File: config.mk
export PLATFORM = sky130hd
export DESIGN_NAME = bc1_bc2_block_decoder_unit
export DESIGN_NICKNAME = d
export VERILOG_FILES = /design/src/rtl/bcdec_pkg.sv /design/src/rtl/bcdec_front.sv /design/src/rtl/bcdec_queue.sv /design/src/rtl/bcdec_back.sv /design/src/rtl/bc1_bc2_block_decoder_unit.sv
export SDC_FILE = /design/constraint.sdc
export NUM_CORES = 1
export LEC_CHECK = 0
export ABC_AREA = 1
export CAP_MARGIN = 20
export CELL_PAD_IN_SITES_DETAIL_PLACEMENT = 0
export CELL_PAD_IN_SITES_GLOBAL_PLACEMENT = 1
export CORE_AREA = 3 3 243 245
export DETAILED_ROUTE_END_ITERATION = 7
export DIE_AREA = 0 0 246 248
export DONT_BUFFER_PORTS = 1
export PLACE_DENSITY_LB_ADDON = 0.1
export SLEW_MARGIN = 0
export SYNTH_ARGS = -nofsm -noshare
export SYNTH_HDL_FRONTEND = slang
export SYNTH_SLANG_ARGS = --single-unit
File: constraint.sdc
create_clock -name clk -period 9.8 [get_ports clk]
set_clock_uncertainty 0.1 [all_clocks]
set_input_delay 1.96 -clock clk [delete_from_list [all_inputs] [get_ports clk]]
set_output_delay 1.96 -clock clk [all_outputs]
set_load 0.02 [all_outputs]
File: src/rtl/bcdec_pkg.sv
// bcdec_pkg: shared types and constants for the bc1/bc2 block decoder
// used by bcdec_front, bcdec_queue, bcdec_back and the top level
`default_nettype none

package bcdec_pkg;

  localparam int PIX_PER_BLK     = 16;
  localparam int QUEUE_DEPTH_DEF = 2;

  localparam logic [3:0] PIX_LAST     = 4'(PIX_PER_BLK - 1);
  localparam logic [7:0] ALPHA_OPAQUE = 8'hFF;

  typedef enum logic {
    FMT_DXT1 = 1'b0,
    FMT_DXT3 = 1'b1
  } blk_fmt_t;

  // one classified block, ready for pixel emission
  typedef struct packed {
    logic [3:0][23:0] pal;        // rgb palette, entry per 2-bit index
    logic             four_color; // low means index 3 is transparent black
    logic             dxt3;       // alpha comes from alpha nibbles
    logic [31:0]      idx;        // 2-bit index per pixel
    logic [63:0]      alpha;      // 4-bit alpha per pixel
  } blk_rec_t;

endpackage

`default_nettype wire

File: src/rtl/bcdec_front.sv
// bcdec_front: accepts compressed blocks, holds the format register and
// builds the palette record; depends on bcdec_pkg
`default_nettype none

module bcdec_front (
  input  wire                      clk,
  input  wire                      rst_n,
  input  wire                      in_push,
  output logic                     in_full,
  input  wire  [63:0]              in_color_block,
  input  wire  [63:0]              in_alpha_block,
  input  wire                      cfg_valid,
  output logic                     cfg_ready,
  input  wire                      cfg_block_format,
  output logic                     q_push,
  input  wire                      q_full,
  output bcdec_pkg::blk_rec_t      q_data
);
  import bcdec_pkg::*;

  blk_fmt_t fmt_r;

  logic [15:0] e0, e1;
  logic [7:0]  ar, ag, ab, br, bg, bb;
  logic        dxt3;
  logic        four;

  // (2x + y + 1) / 3 via reciprocal: s * 683 >> 11 is exact for s < 2048
  function automatic logic [7:0] mix_third(input logic [7:0] x, input logic [7:0] y);
    logic [9:0]  s;
    logic [19:0] p;
    s = {1'b0, x, 1'b0} + {2'b00, y} + 10'd1;
    p = 20'(s) * 20'd683;
    return p[18:11];
  endfunction

  function automatic logic [7:0] mix_half(input logic [7:0] x, input logic [7:0] y);
    logic [8:0] s;
    s = {1'b0, x} + {1'b0, y};
    return s[8:1];
  endfunction

  always_ff @(posedge clk) begin
    if (!rst_n) begin
      fmt_r <= FMT_DXT1;
    end else if (cfg_valid && cfg_ready) begin
      fmt_r <= blk_fmt_t'(cfg_block_format);
    end
  end

  assign cfg_ready = 1'b1;
  assign in_full   = q_full;
  assign q_push    = in_push & ~q_full;

  always_comb begin
    e0   = in_color_block[15:0];
    e1   = in_color_block[31:16];
    // 565 widened by shifting only
    ar   = {e0[15:11], 3'b000};
    ag   = {e0[10:5], 2'b00};
    ab   = {e0[4:0], 3'b000};
    br   = {e1[15:11], 3'b000};
    bg   = {e1[10:5], 2'b00};
    bb   = {e1[4:0], 3'b000};
    dxt3 = (fmt_r == FMT_DXT3);
    four = dxt3 || (e0 > e1);

    q_data.pal[0] = {ar, ag, ab};
    q_data.pal[1] = {br, bg, bb};
    if (four) begin
      q_data.pal[2] = {mix_third(ar, br), mix_third(ag, bg), mix_third(ab, bb)};
      q_data.pal[3] = {mix_third(br, ar), mix_third(bg, ag), mix_third(bb, ab)};
    end else begin
      q_data.pal[2] = {mix_half(ar, br), mix_half(ag, bg), mix_half(ab, bb)};
      q_data.pal[3] = 24'h000000;
    end
    q_data.four_color = four;
    q_data.dxt3       = dxt3;
    q_data.idx        = in_color_block[63:32];
    q_data.alpha      = in_alpha_block;
  end

endmodule

`default_nettype wire

File: src/rtl/bcdec_queue.sv
// bcdec_queue: short first-in first-out queue of block records between
// the front and back parts; depends on bcdec_pkg
`default_nettype none

module bcdec_queue #(
  parameter int DEPTH = bcdec_pkg::QUEUE_DEPTH_DEF
) (
  input  wire                      clk,
  input  wire                      rst_n,
  input  wire                      push,
  output logic                     full,
  input  bcdec_pkg::blk_rec_t      wr_data,
  input  wire                      pop,
  output logic                     empty,
  output bcdec_pkg::blk_rec_t      rd_data
);
  import bcdec_pkg::*;

  localparam int PW = (DEPTH > 1) ? $clog2(DEPTH) : 1;
  localparam int CW = $clog2(DEPTH + 1);
  localparam logic [PW-1:0] PTR_LAST = PW'(DEPTH - 1);
  localparam logic [CW-1:0] CNT_FULL = CW'(DEPTH);

  blk_rec_t      slot_r [DEPTH];
  logic [PW-1:0] wr_ptr_r, wr_ptr_nxt;
  logic [PW-1:0] rd_ptr_r, rd_ptr_nxt;
  logic [CW-1:0] cnt_r, cnt_nxt;
  logic          do_push, do_pop;

  assign full    = (cnt_r == CNT_FULL);
  assign empty   = (cnt_r == '0);
  assign do_push = push & ~full;
  assign do_pop  = pop & ~empty;
  assign rd_data = slot_r[rd_ptr_r];

  always_comb begin
    wr_ptr_nxt = wr_ptr_r;
    rd_ptr_nxt = rd_ptr_r;
    cnt_nxt    = cnt_r;
    if (do_push) begin
      wr_ptr_nxt = (wr_ptr_r == PTR_LAST) ? '0 : wr_ptr_r + PW'(1);
    end
    if (do_pop) begin
      rd_ptr_nxt = (rd_ptr_r == PTR_LAST) ? '0 : rd_ptr_r + PW'(1);
    end
    if (do_push && !do_pop) begin
      cnt_nxt = cnt_r + CW'(1);
    end else if (do_pop && !do_push) begin
      cnt_nxt = cnt_r - CW'(1);
    end
  end

  always_ff @(posedge clk) begin
    if (!rst_n) begin
      wr_ptr_r <= '0;
      rd_ptr_r <= '0;
      cnt_r    <= '0;
    end else begin
      wr_ptr_r <= wr_ptr_nxt;
      rd_ptr_r <= rd_ptr_nxt;
      cnt_r    <= cnt_nxt;
    end
  end

  always_ff @(posedge clk) begin
    if (do_push) begin
      slot_r[wr_ptr_r] <= wr_data;
    end
  end

endmodule

`default_nettype wire

File: src/rtl/bcdec_back.sv
// bcdec_back: walks the head block record one pixel per cycle into the
// result register while it is free or popped; depends on bcdec_pkg
`default_nettype none

module bcdec_back (
  input  wire                      clk,
  input  wire                      rst_n,
  input  wire                      q_empty,
  input  bcdec_pkg::blk_rec_t      q_data,
  output logic                     q_pop,
  output logic                     out_empty,
  input  wire                      out_pop,
  output logic [31:0]              out_pixel_argb,
  output logic [3:0]               out_pixel_number,
  output logic                     out_last_pixel
);
  import bcdec_pkg::*;

  logic [3:0]  pix_cnt_r, pix_cnt_nxt;
  logic        out_vld_r, out_vld_nxt;
  logic [31:0] argb_r;
  logic [3:0]  num_r;
  logic        last_r;

  logic        load;
  logic [1:0]  pix_idx;
  logic [3:0]  nib;
  logic [7:0]  alpha;
  logic [31:0] argb;

  // result register frees up in the same cycle its transfer happens
  assign load  = ~q_empty & (~out_vld_r | out_pop);
  assign q_pop = load & (pix_cnt_r == PIX_LAST);

  always_comb begin
    pix_idx = q_data.idx[{pix_cnt_r, 1'b0} +: 2];
    nib     = q_data.alpha[{pix_cnt_r, 2'b00} +: 4];
    if (q_data.dxt3) begin
      alpha = {nib, nib};  // nibble times 17
    end else if (pix_idx == 2'd3 && !q_data.four_color) begin
      alpha = 8'h00;
    end else begin
      alpha = ALPHA_OPAQUE;
    end
    argb = {alpha, q_data.pal[pix_idx]};

    pix_cnt_nxt = load ? pix_cnt_r + 4'd1 : pix_cnt_r;
    if (load) begin
      out_vld_nxt = 1'b1;
    end else if (out_pop) begin
      out_vld_nxt = 1'b0;
    end else begin
      out_vld_nxt = out_vld_r;
    end
  end

  always_ff @(posedge clk) begin
    if (!rst_n) begin
      pix_cnt_r <= '0;
      out_vld_r <= 1'b0;
    end else begin
      pix_cnt_r <= pix_cnt_nxt;
      out_vld_r <= out_vld_nxt;
    end
  end

  always_ff @(posedge clk) begin
    if (load) begin
      argb_r <= argb;
      num_r  <= pix_cnt_r;
      last_r <= (pix_cnt_r == PIX_LAST);
    end
  end

  assign out_empty        = ~out_vld_r;
  assign out_pixel_argb   = argb_r;
  assign out_pixel_number = num_r;
  assign out_last_pixel   = last_r;

endmodule

`default_nettype wire

File: src/rtl/bc1_bc2_block_decoder_unit.sv
// bc1_bc2_block_decoder_unit: decodes one 4x4 dxt1/dxt3 block into 16 argb pixels
// a block's first pixel reaches the result ports through its queue slot and then the result register
// throughput: one pixel per cycle out of the back pixel counter while the result register is free or popped
// the block queue lets the next block transfer in while the current one drains
// reset: queue and result register empty, pixel counter at zero, format dxt1
// depends on bcdec_pkg, bcdec_front, bcdec_queue, bcdec_back
`default_nettype none

module bc1_bc2_block_decoder_unit #(
  parameter int QUEUE_DEPTH = bcdec_pkg::QUEUE_DEPTH_DEF
) (
  input  wire         clk,
  input  wire         rst_n,
  input  wire         in_push,
  output logic        in_full,
  input  wire  [63:0] in_color_block,
  input  wire  [63:0] in_alpha_block,
  output logic        out_empty,
  input  wire         out_pop,
  output logic [31:0] out_pixel_argb,
  output logic [3:0]  out_pixel_number,
  output logic        out_last_pixel,
  input  wire         cfg_valid,
  output logic        cfg_ready,
  input  wire         cfg_block_format
);
  import bcdec_pkg::*;

  blk_rec_t wr_rec, rd_rec;
  logic     q_push, q_full, q_pop, q_empty;

  bcdec_front u_front (
    .clk              (clk),
    .rst_n            (rst_n),
    .in_push          (in_push),
    .in_full          (in_full),
    .in_color_block   (in_color_block),
    .in_alpha_block   (in_alpha_block),
    .cfg_valid        (cfg_valid),
    .cfg_ready        (cfg_ready),
    .cfg_block_format (cfg_block_format),
    .q_push           (q_push),
    .q_full           (q_full),
    .q_data           (wr_rec)
  );

  bcdec_queue #(
    .DEPTH (QUEUE_DEPTH)
  ) u_queue (
    .clk     (clk),
    .rst_n   (rst_n),
    .push    (q_push),
    .full    (q_full),
    .wr_data (wr_rec),
    .pop     (q_pop),
    .empty   (q_empty),
    .rd_data (rd_rec)
  );

  bcdec_back u_back (
    .clk              (clk),
    .rst_n            (rst_n),
    .q_empty          (q_empty),
    .q_data           (rd_rec),
    .q_pop            (q_pop),
    .out_empty        (out_empty),
    .out_pop          (out_pop),
    .out_pixel_argb   (out_pixel_argb),
    .out_pixel_number (out_pixel_number),
    .out_last_pixel   (out_last_pixel)
  );

endmodule

`default_nettype wire
==> flow_summary.ini, run 1 <==
[sta]
fin_crit_sh_pct = 67.0
slew_viol_final = 0
grt_setup_unrepaired = false
hold_viol_final = 0
setup_violations = 0
fmax_mhz = 152
worstMarginPinSlew_ns = 1.08
relSlewSlack_pct = 28.1
hold_slack_ns = 0.386
fin_crit_ns = 6.57
finalSetupTns_ns = 0

[synth]
yosysTopAreaCell = edfxtp_1
synth_area_sq_mm = 0.0268
synth_top_cells_by_area = edfxtp_1, ha_1, nand2_1
synthCells = 2614
synth.ff_latch_count = 400
synth_fp_nets = 3191
syn_area_per_cell_sq_um = 10.2
yosys-top-cells-count = nand2_1, edfxtp_1, ha_1
yosysSeqAreaShare_pct = 44.5
synth_most_common_cell = nand2_1
synth_edf_count = 389
synth_top_area_share_pct = 43.6
synthArstFlopShare_pct = 0
synth_cell_types = 41
yosysWarnings = 0
synthFlopType = edfxtp_1

[route]
vias = 17900
drc = 0
drtIter0Drc = 840
firstDrtPassIters = 4
wl_per_cell_um = 19.0
wl_um = 64600
viasPerCell = 5.29
ant_nets = 0

[cts]
cts-root-buf = clkbuf_16
clockBufferDepth = 3
clk_pin_slew_ns = 0.06
htree_levels = 2
cts_made_buffers = 41
cts_hold_buffers = 0
postCtsResizedCells = 0
cts_setup_buffers = 0
cts.sinks = 400
cts_tree = yes
insertion_delay_ns = 0.55

[flow_run]
max_cap_violations = 0

[placed_design]
dpl.hpwl_um = 47700
gp_congestion = 0.840
dp_cells = 3319
io_buffers = 0

[status]
outcome = finished clean

[power_and_ir_drop]
power.density_mw_per_mm2 = 321
leakage_nw = 12.6
vdd_drop_max_v = 0.000242

[global_routing]
antenna_found_initial = 0
grt_pass1_wl_um = 101000
track_usage_pct = 21.2
grt_pass1_vias = 18300
grt-ovfl-total = 0
grt_max_degree = 148

[floorplanning]
die_x_um = 246
initial_core_util_pct = 46.7
core_area_sq_mm = 0.0574
die-height_um = 248
rows = 88
dieArea_sq_mm = 0.0610
io_pins = 174

[setup_path]
max_stage_delay_ns = 0.49
arrival_ns = 6.74
crit_type = input pin to flop
cp_data_required_time_ns = 9.97
worstSetupEndpointType = flop
slowest_stage = fa_1
path_cells = ha_1 > inv_1 > fa_1 > nor2_1 > a211oi_1 > xnor2_1 > ha_1 > ha_1 > ha_1 > inv_1 > fa_1 > inv_1 > fa_1 > ha_1 > a21oi_1 > o21ai_0 > a31oi_1 > xor2_1 > nor2_1
cp_max_fo = 9
start_kind = input pin
crit_top_cell = ha_1

[min_path]
hold_path_class = flop to flop

[final_layout]
multiInputGateArea_sq_mm = 0.0133
nets = 3174
stdcell_count = 3393
drive_above_1_share_pct = 3.58
fillers = 5272
fin_util_pct = 50.0
antenna_cells = 0
syn_to_final_growth_pct = 7.23
layout.area.seq_sq_mm = 0.0119
[area by class of cell]
cell class | instances | share of cell area [%]
well taps | 765 | 3.33
repair buffers | 15 | 0.436
flip-flops and latches | 400 | 41.5
clock inverters | 26 | 0.820
multi-input cells | 1856 | 46.5
clock buffers | 48 | 3.74
inverters | 283 | 3.72
[metrics by stage]
stage,worst slack [ns],power [W],area [sq um]
after floorplan,2.46,0.00641,26800
after global placement,2.66,0.00772,27400
after detailed placement,2.66,0.00770,27400
after CTS,3.25,0.00929,28700
after global routing,2.92,0.0102,28700
final,3.23,0.00920,28700
[critical path, delay by kind of cell]
kind	cells	cell delay, ns
XOR/XNOR	2	0.71
AO/OA/AOI/OAI	4	0.72
adder cells (fa/ha/maj)	8	2.92
buffers and inverters	3	0.17
AND/OR/NAND/NOR	2	0.24
[sequential cells by signal, indices dropped and copies added (netlist names), named ones only]
name,cells
u_back.out_last_pixel,1
u_back.out_pixel_argb,28
u_back.out_pixel_number,4
u_back.out_vld_r,1
u_back.pix_cnt_r,4
u_front.dxt3,1
u_queue.cnt_r,2
u_queue.rd_ptr_r,1
u_queue.slot_r,356
u_queue.wr_ptr_r,1
[routing by layer]
| metal | share of wire, % | wire [um] | global-route usage, % |
|---|---|---|---|
| met4 | 1.9 | 1250 | 4.78 |
| met5 | 0 | 0 | 0 |
| met1 | 44 | 28600 | 28.0 |
| met2 | 48 | 31300 | 36.8 |
| met3 | 5.4 | 3490 | 3.69 |
[where the power goes]
part,switching (W),internal (W),total [W]
Combinational,0.00328,0.00192,0.00519
Clock,0.000651,0.000870,0.00152
Sequential,0.000123,0.00236,0.00249
Total,0.00405,0.00515,0.00920
[cell usage in the layout (no fill, tap or decap), types with 14 or more instances in the layout]
master	count
a21oi_1	125
buf_4	14
clkbuf_16	42
edfxtp_1	389
fa_1	88
ha_1	355
inv_1	278
mux2i_1	65
nand2_1	492
nand3_1	197
nor2_1	214
o211ai_1	22
o21ai_0	106
o21bai_1	19
xnor2_1	36
xor2_1	56
[kinds of logic after synthesis]
kind of cell / share of synthesized area [%]
mux: 2.43
flops: 44.5
compound gates: 6.50
simple gates: 14.6
buf+inv: 5.80
fa+ha+maj: 23.2
xor+xnor: 3.01
other cells: 0.0140
[worst paths after layout]
check                                          from                        end  slack (ns)  cells after the start
worst max-delay path              in_color_block[0]     u_queue.slot_r[1][131]        3.23                     19
worst min-delay path                   u_front.dxt3      u_queue.slot_r[0][96]        0.39                      0
worst max register to register  u_back.pix_cnt_r[2]  u_back.out_pixel_argb[19]        6.14                      7
worst min register to register         u_front.dxt3      u_queue.slot_r[0][96]        0.39                      0
Power figures use the tool's default switching activity.
==> inputs of run 2 (changes only) <==
clock period = 5.85 ns   (was 9.8 ns; I/O delays follow)
==> flow_summary.ini, run 2 (synthesis gave the netlist of run 1 again) <==
[global_routing]
grt_max_degree = 144
grt_pass1_vias = 18300
track_usage_pct = 21.1
antenna_found_initial = 0
grt_pass1_wl_um = 101000
grt-ovfl-total = 0

[route]
drc = 0
ant_nets = 0
drtIter0Drc = 1003
vias = 18100
wl_um = 64200
wl_per_cell_um = 18.6
viasPerCell = 5.24
firstDrtPassIters = 5

[sta]
fin_crit_sh_pct = 93.4
worstMarginPinSlew_ns = 0.981
relSlewSlack_pct = 34.4
slew_viol_final = 0
setup_violations = 0
fmax_mhz = 183
hold_slack_ns = 0.407
finalSetupTns_ns = 0
hold_viol_final = 0
grt_setup_unrepaired = false
fin_crit_ns = 5.46

[final_layout]
layout.area.seq_sq_mm = 0.0119
final_cell_mix = nand2_1, edfxtp_1, ha_1
multiInputGateArea_sq_mm = 0.0133
nets = 3228
largest_reg_flops = 356
top_register = u_queue.slot_r
final_common_cell = nand2_1
drive_above_1_share_pct = 5.22
fin_area_sq_mm = 0.0290
fillers = 5305
antenna_cells = 0
syn_to_final_growth_pct = 8.47

[placed_design]
dpl.hpwl_um = 47200
placed_area_sq_mm = 0.0278
gp_congestion = 0.866
io_buffers = 0

[setup_path]
cp_data_required_time_ns = 6.04
cp_max_fo = 9
ff2ff_setup_slack_ns = 2.13
start_kind = input pin
worstSetupEndpointType = flop
path_cells = ha_1 > fa_1 > xor2_1 > ha_1 > ha_1 > inv_1 > fa_1 > fa_1 > fa_1 > inv_1 > ha_1 > a21oi_1 > o21ai_0 > a31oi_1 > xor2_1 > nor2_1
max_stage_delay_ns = 0.53
crit_type = input pin to flop
ff2ff_path_depth = 13
r2r_end = u_back.out_pixel_argb[4]
slowest_stage = fa_1
arrival_ns = 5.65

[floorplanning]
rows = 88
die-height_um = 248
dieArea_sq_mm = 0.0610
core_area_sq_mm = 0.0574
die_x_um = 246
initial_core_util_pct = 46.7
io_pins = 174

[power_and_ir_drop]
vdd_drop_max_v = 0.000258
p_clk_share_pct = 15.3
p_sw_share_pct = 43.7
power_frac_comb_pct = 58.0
pwr-share-seq_pct = 26.7
leakage_nw = 12.8
power.internal_w = 0.00880
power_w = 0.0156
power.switching_w = 0.00682
power.density_mw_per_mm2 = 538

[cts]
cts_tree = yes
cts_made_buffers = 41
cts.sinks = 400
cts_setup_buffers = 0
clk_pin_slew_ns = 0.06
cts_hold_buffers = 0
insertion_delay_ns = 0.55
clockBufferDepth = 3
htree_levels = 2
postCtsResizedCells = 0
cts-root-buf = clkbuf_16

[status]
outcome = finished clean

[min_path]
hold_path_class = flop to flop
whs_path_depth = 2
hold_start = u_queue.rd_ptr_r

[flow_run]
max_cap_violations = 0
==> run 2: critical path, delay by kind of cell <==
family	cells	cell delay, ns
xor+xnor	2	0.66
compound gates	3	0.60
fa+ha+maj	8	3.03
simple gates	1	0.09
buf+inv	2	0.09
==> run 2: layout make-up <==
class,count,share of cell area (%)
multi-input cells,1856,45.9
repair buffers,69,1.91
flip-flops and latches,400,41.0
well taps,765,3.30
clock inverters,20,0.418
inverters,283,3.68
clock buffers,52,3.75
==> run 2: worst max-delay path by stage <==
stage / start / end / depth (start not counted)
finish: in_color_block[5] / u_queue.slot_r[1][138] / 16
CTS: in_color_block[5] / u_queue.slot_r[1][138] / 16
floorplan: in_push / u_queue.slot_r[1][0] / 2
detailed placement: in_color_block[5] / u_queue.slot_r[1][138] / 16
global route: in_color_block[6] / u_queue.slot_r[0][167] / 25
global placement: in_color_block[5] / u_queue.slot_r[0][138] / 16
==> run 2: through the flow <==
step | setup WS (ns) | instances | util, %
global placement | -0.0593 | 3373 | 48.5
detailed placement | -0.188 | 3373 | 48.5
floorplan | -0.701 | 2614 | -
finish | 0.387 | 3445 | 50.6
global route | 0.157 | 3445 | 50.6
CTS | 0.405 | 3445 | 50.6
==> run 2: power groups by stage <==
stage / sequential [W] / combinational (W) / clock, W
floorplan: 0.00420 / 0.00654 / 0
global placement: 0.00421 / 0.00903 / 0
detailed placement: 0.00423 / 0.00902 / 0
CTS: 0.00417 / 0.00914 / 0.00246
global route: 0.00420 / 0.0105 / 0.00257
finish: 0.00417 / 0.00906 / 0.00239
==> run 2: metal layers <==
metal / track usage [%] / share of wire [%] / wire length [um] / vias to the layer above
li1: - / - / - / 9027
met1: 28.1 / 45 / 28900 / 8627
met2: 36.2 / 48 / 30700 / 342
met3: 3.88 / 5.6 / 3620 / 62
met4: 4.17 / 1.7 / 1070 / 0
met5: 0 / 0 / 0 / -
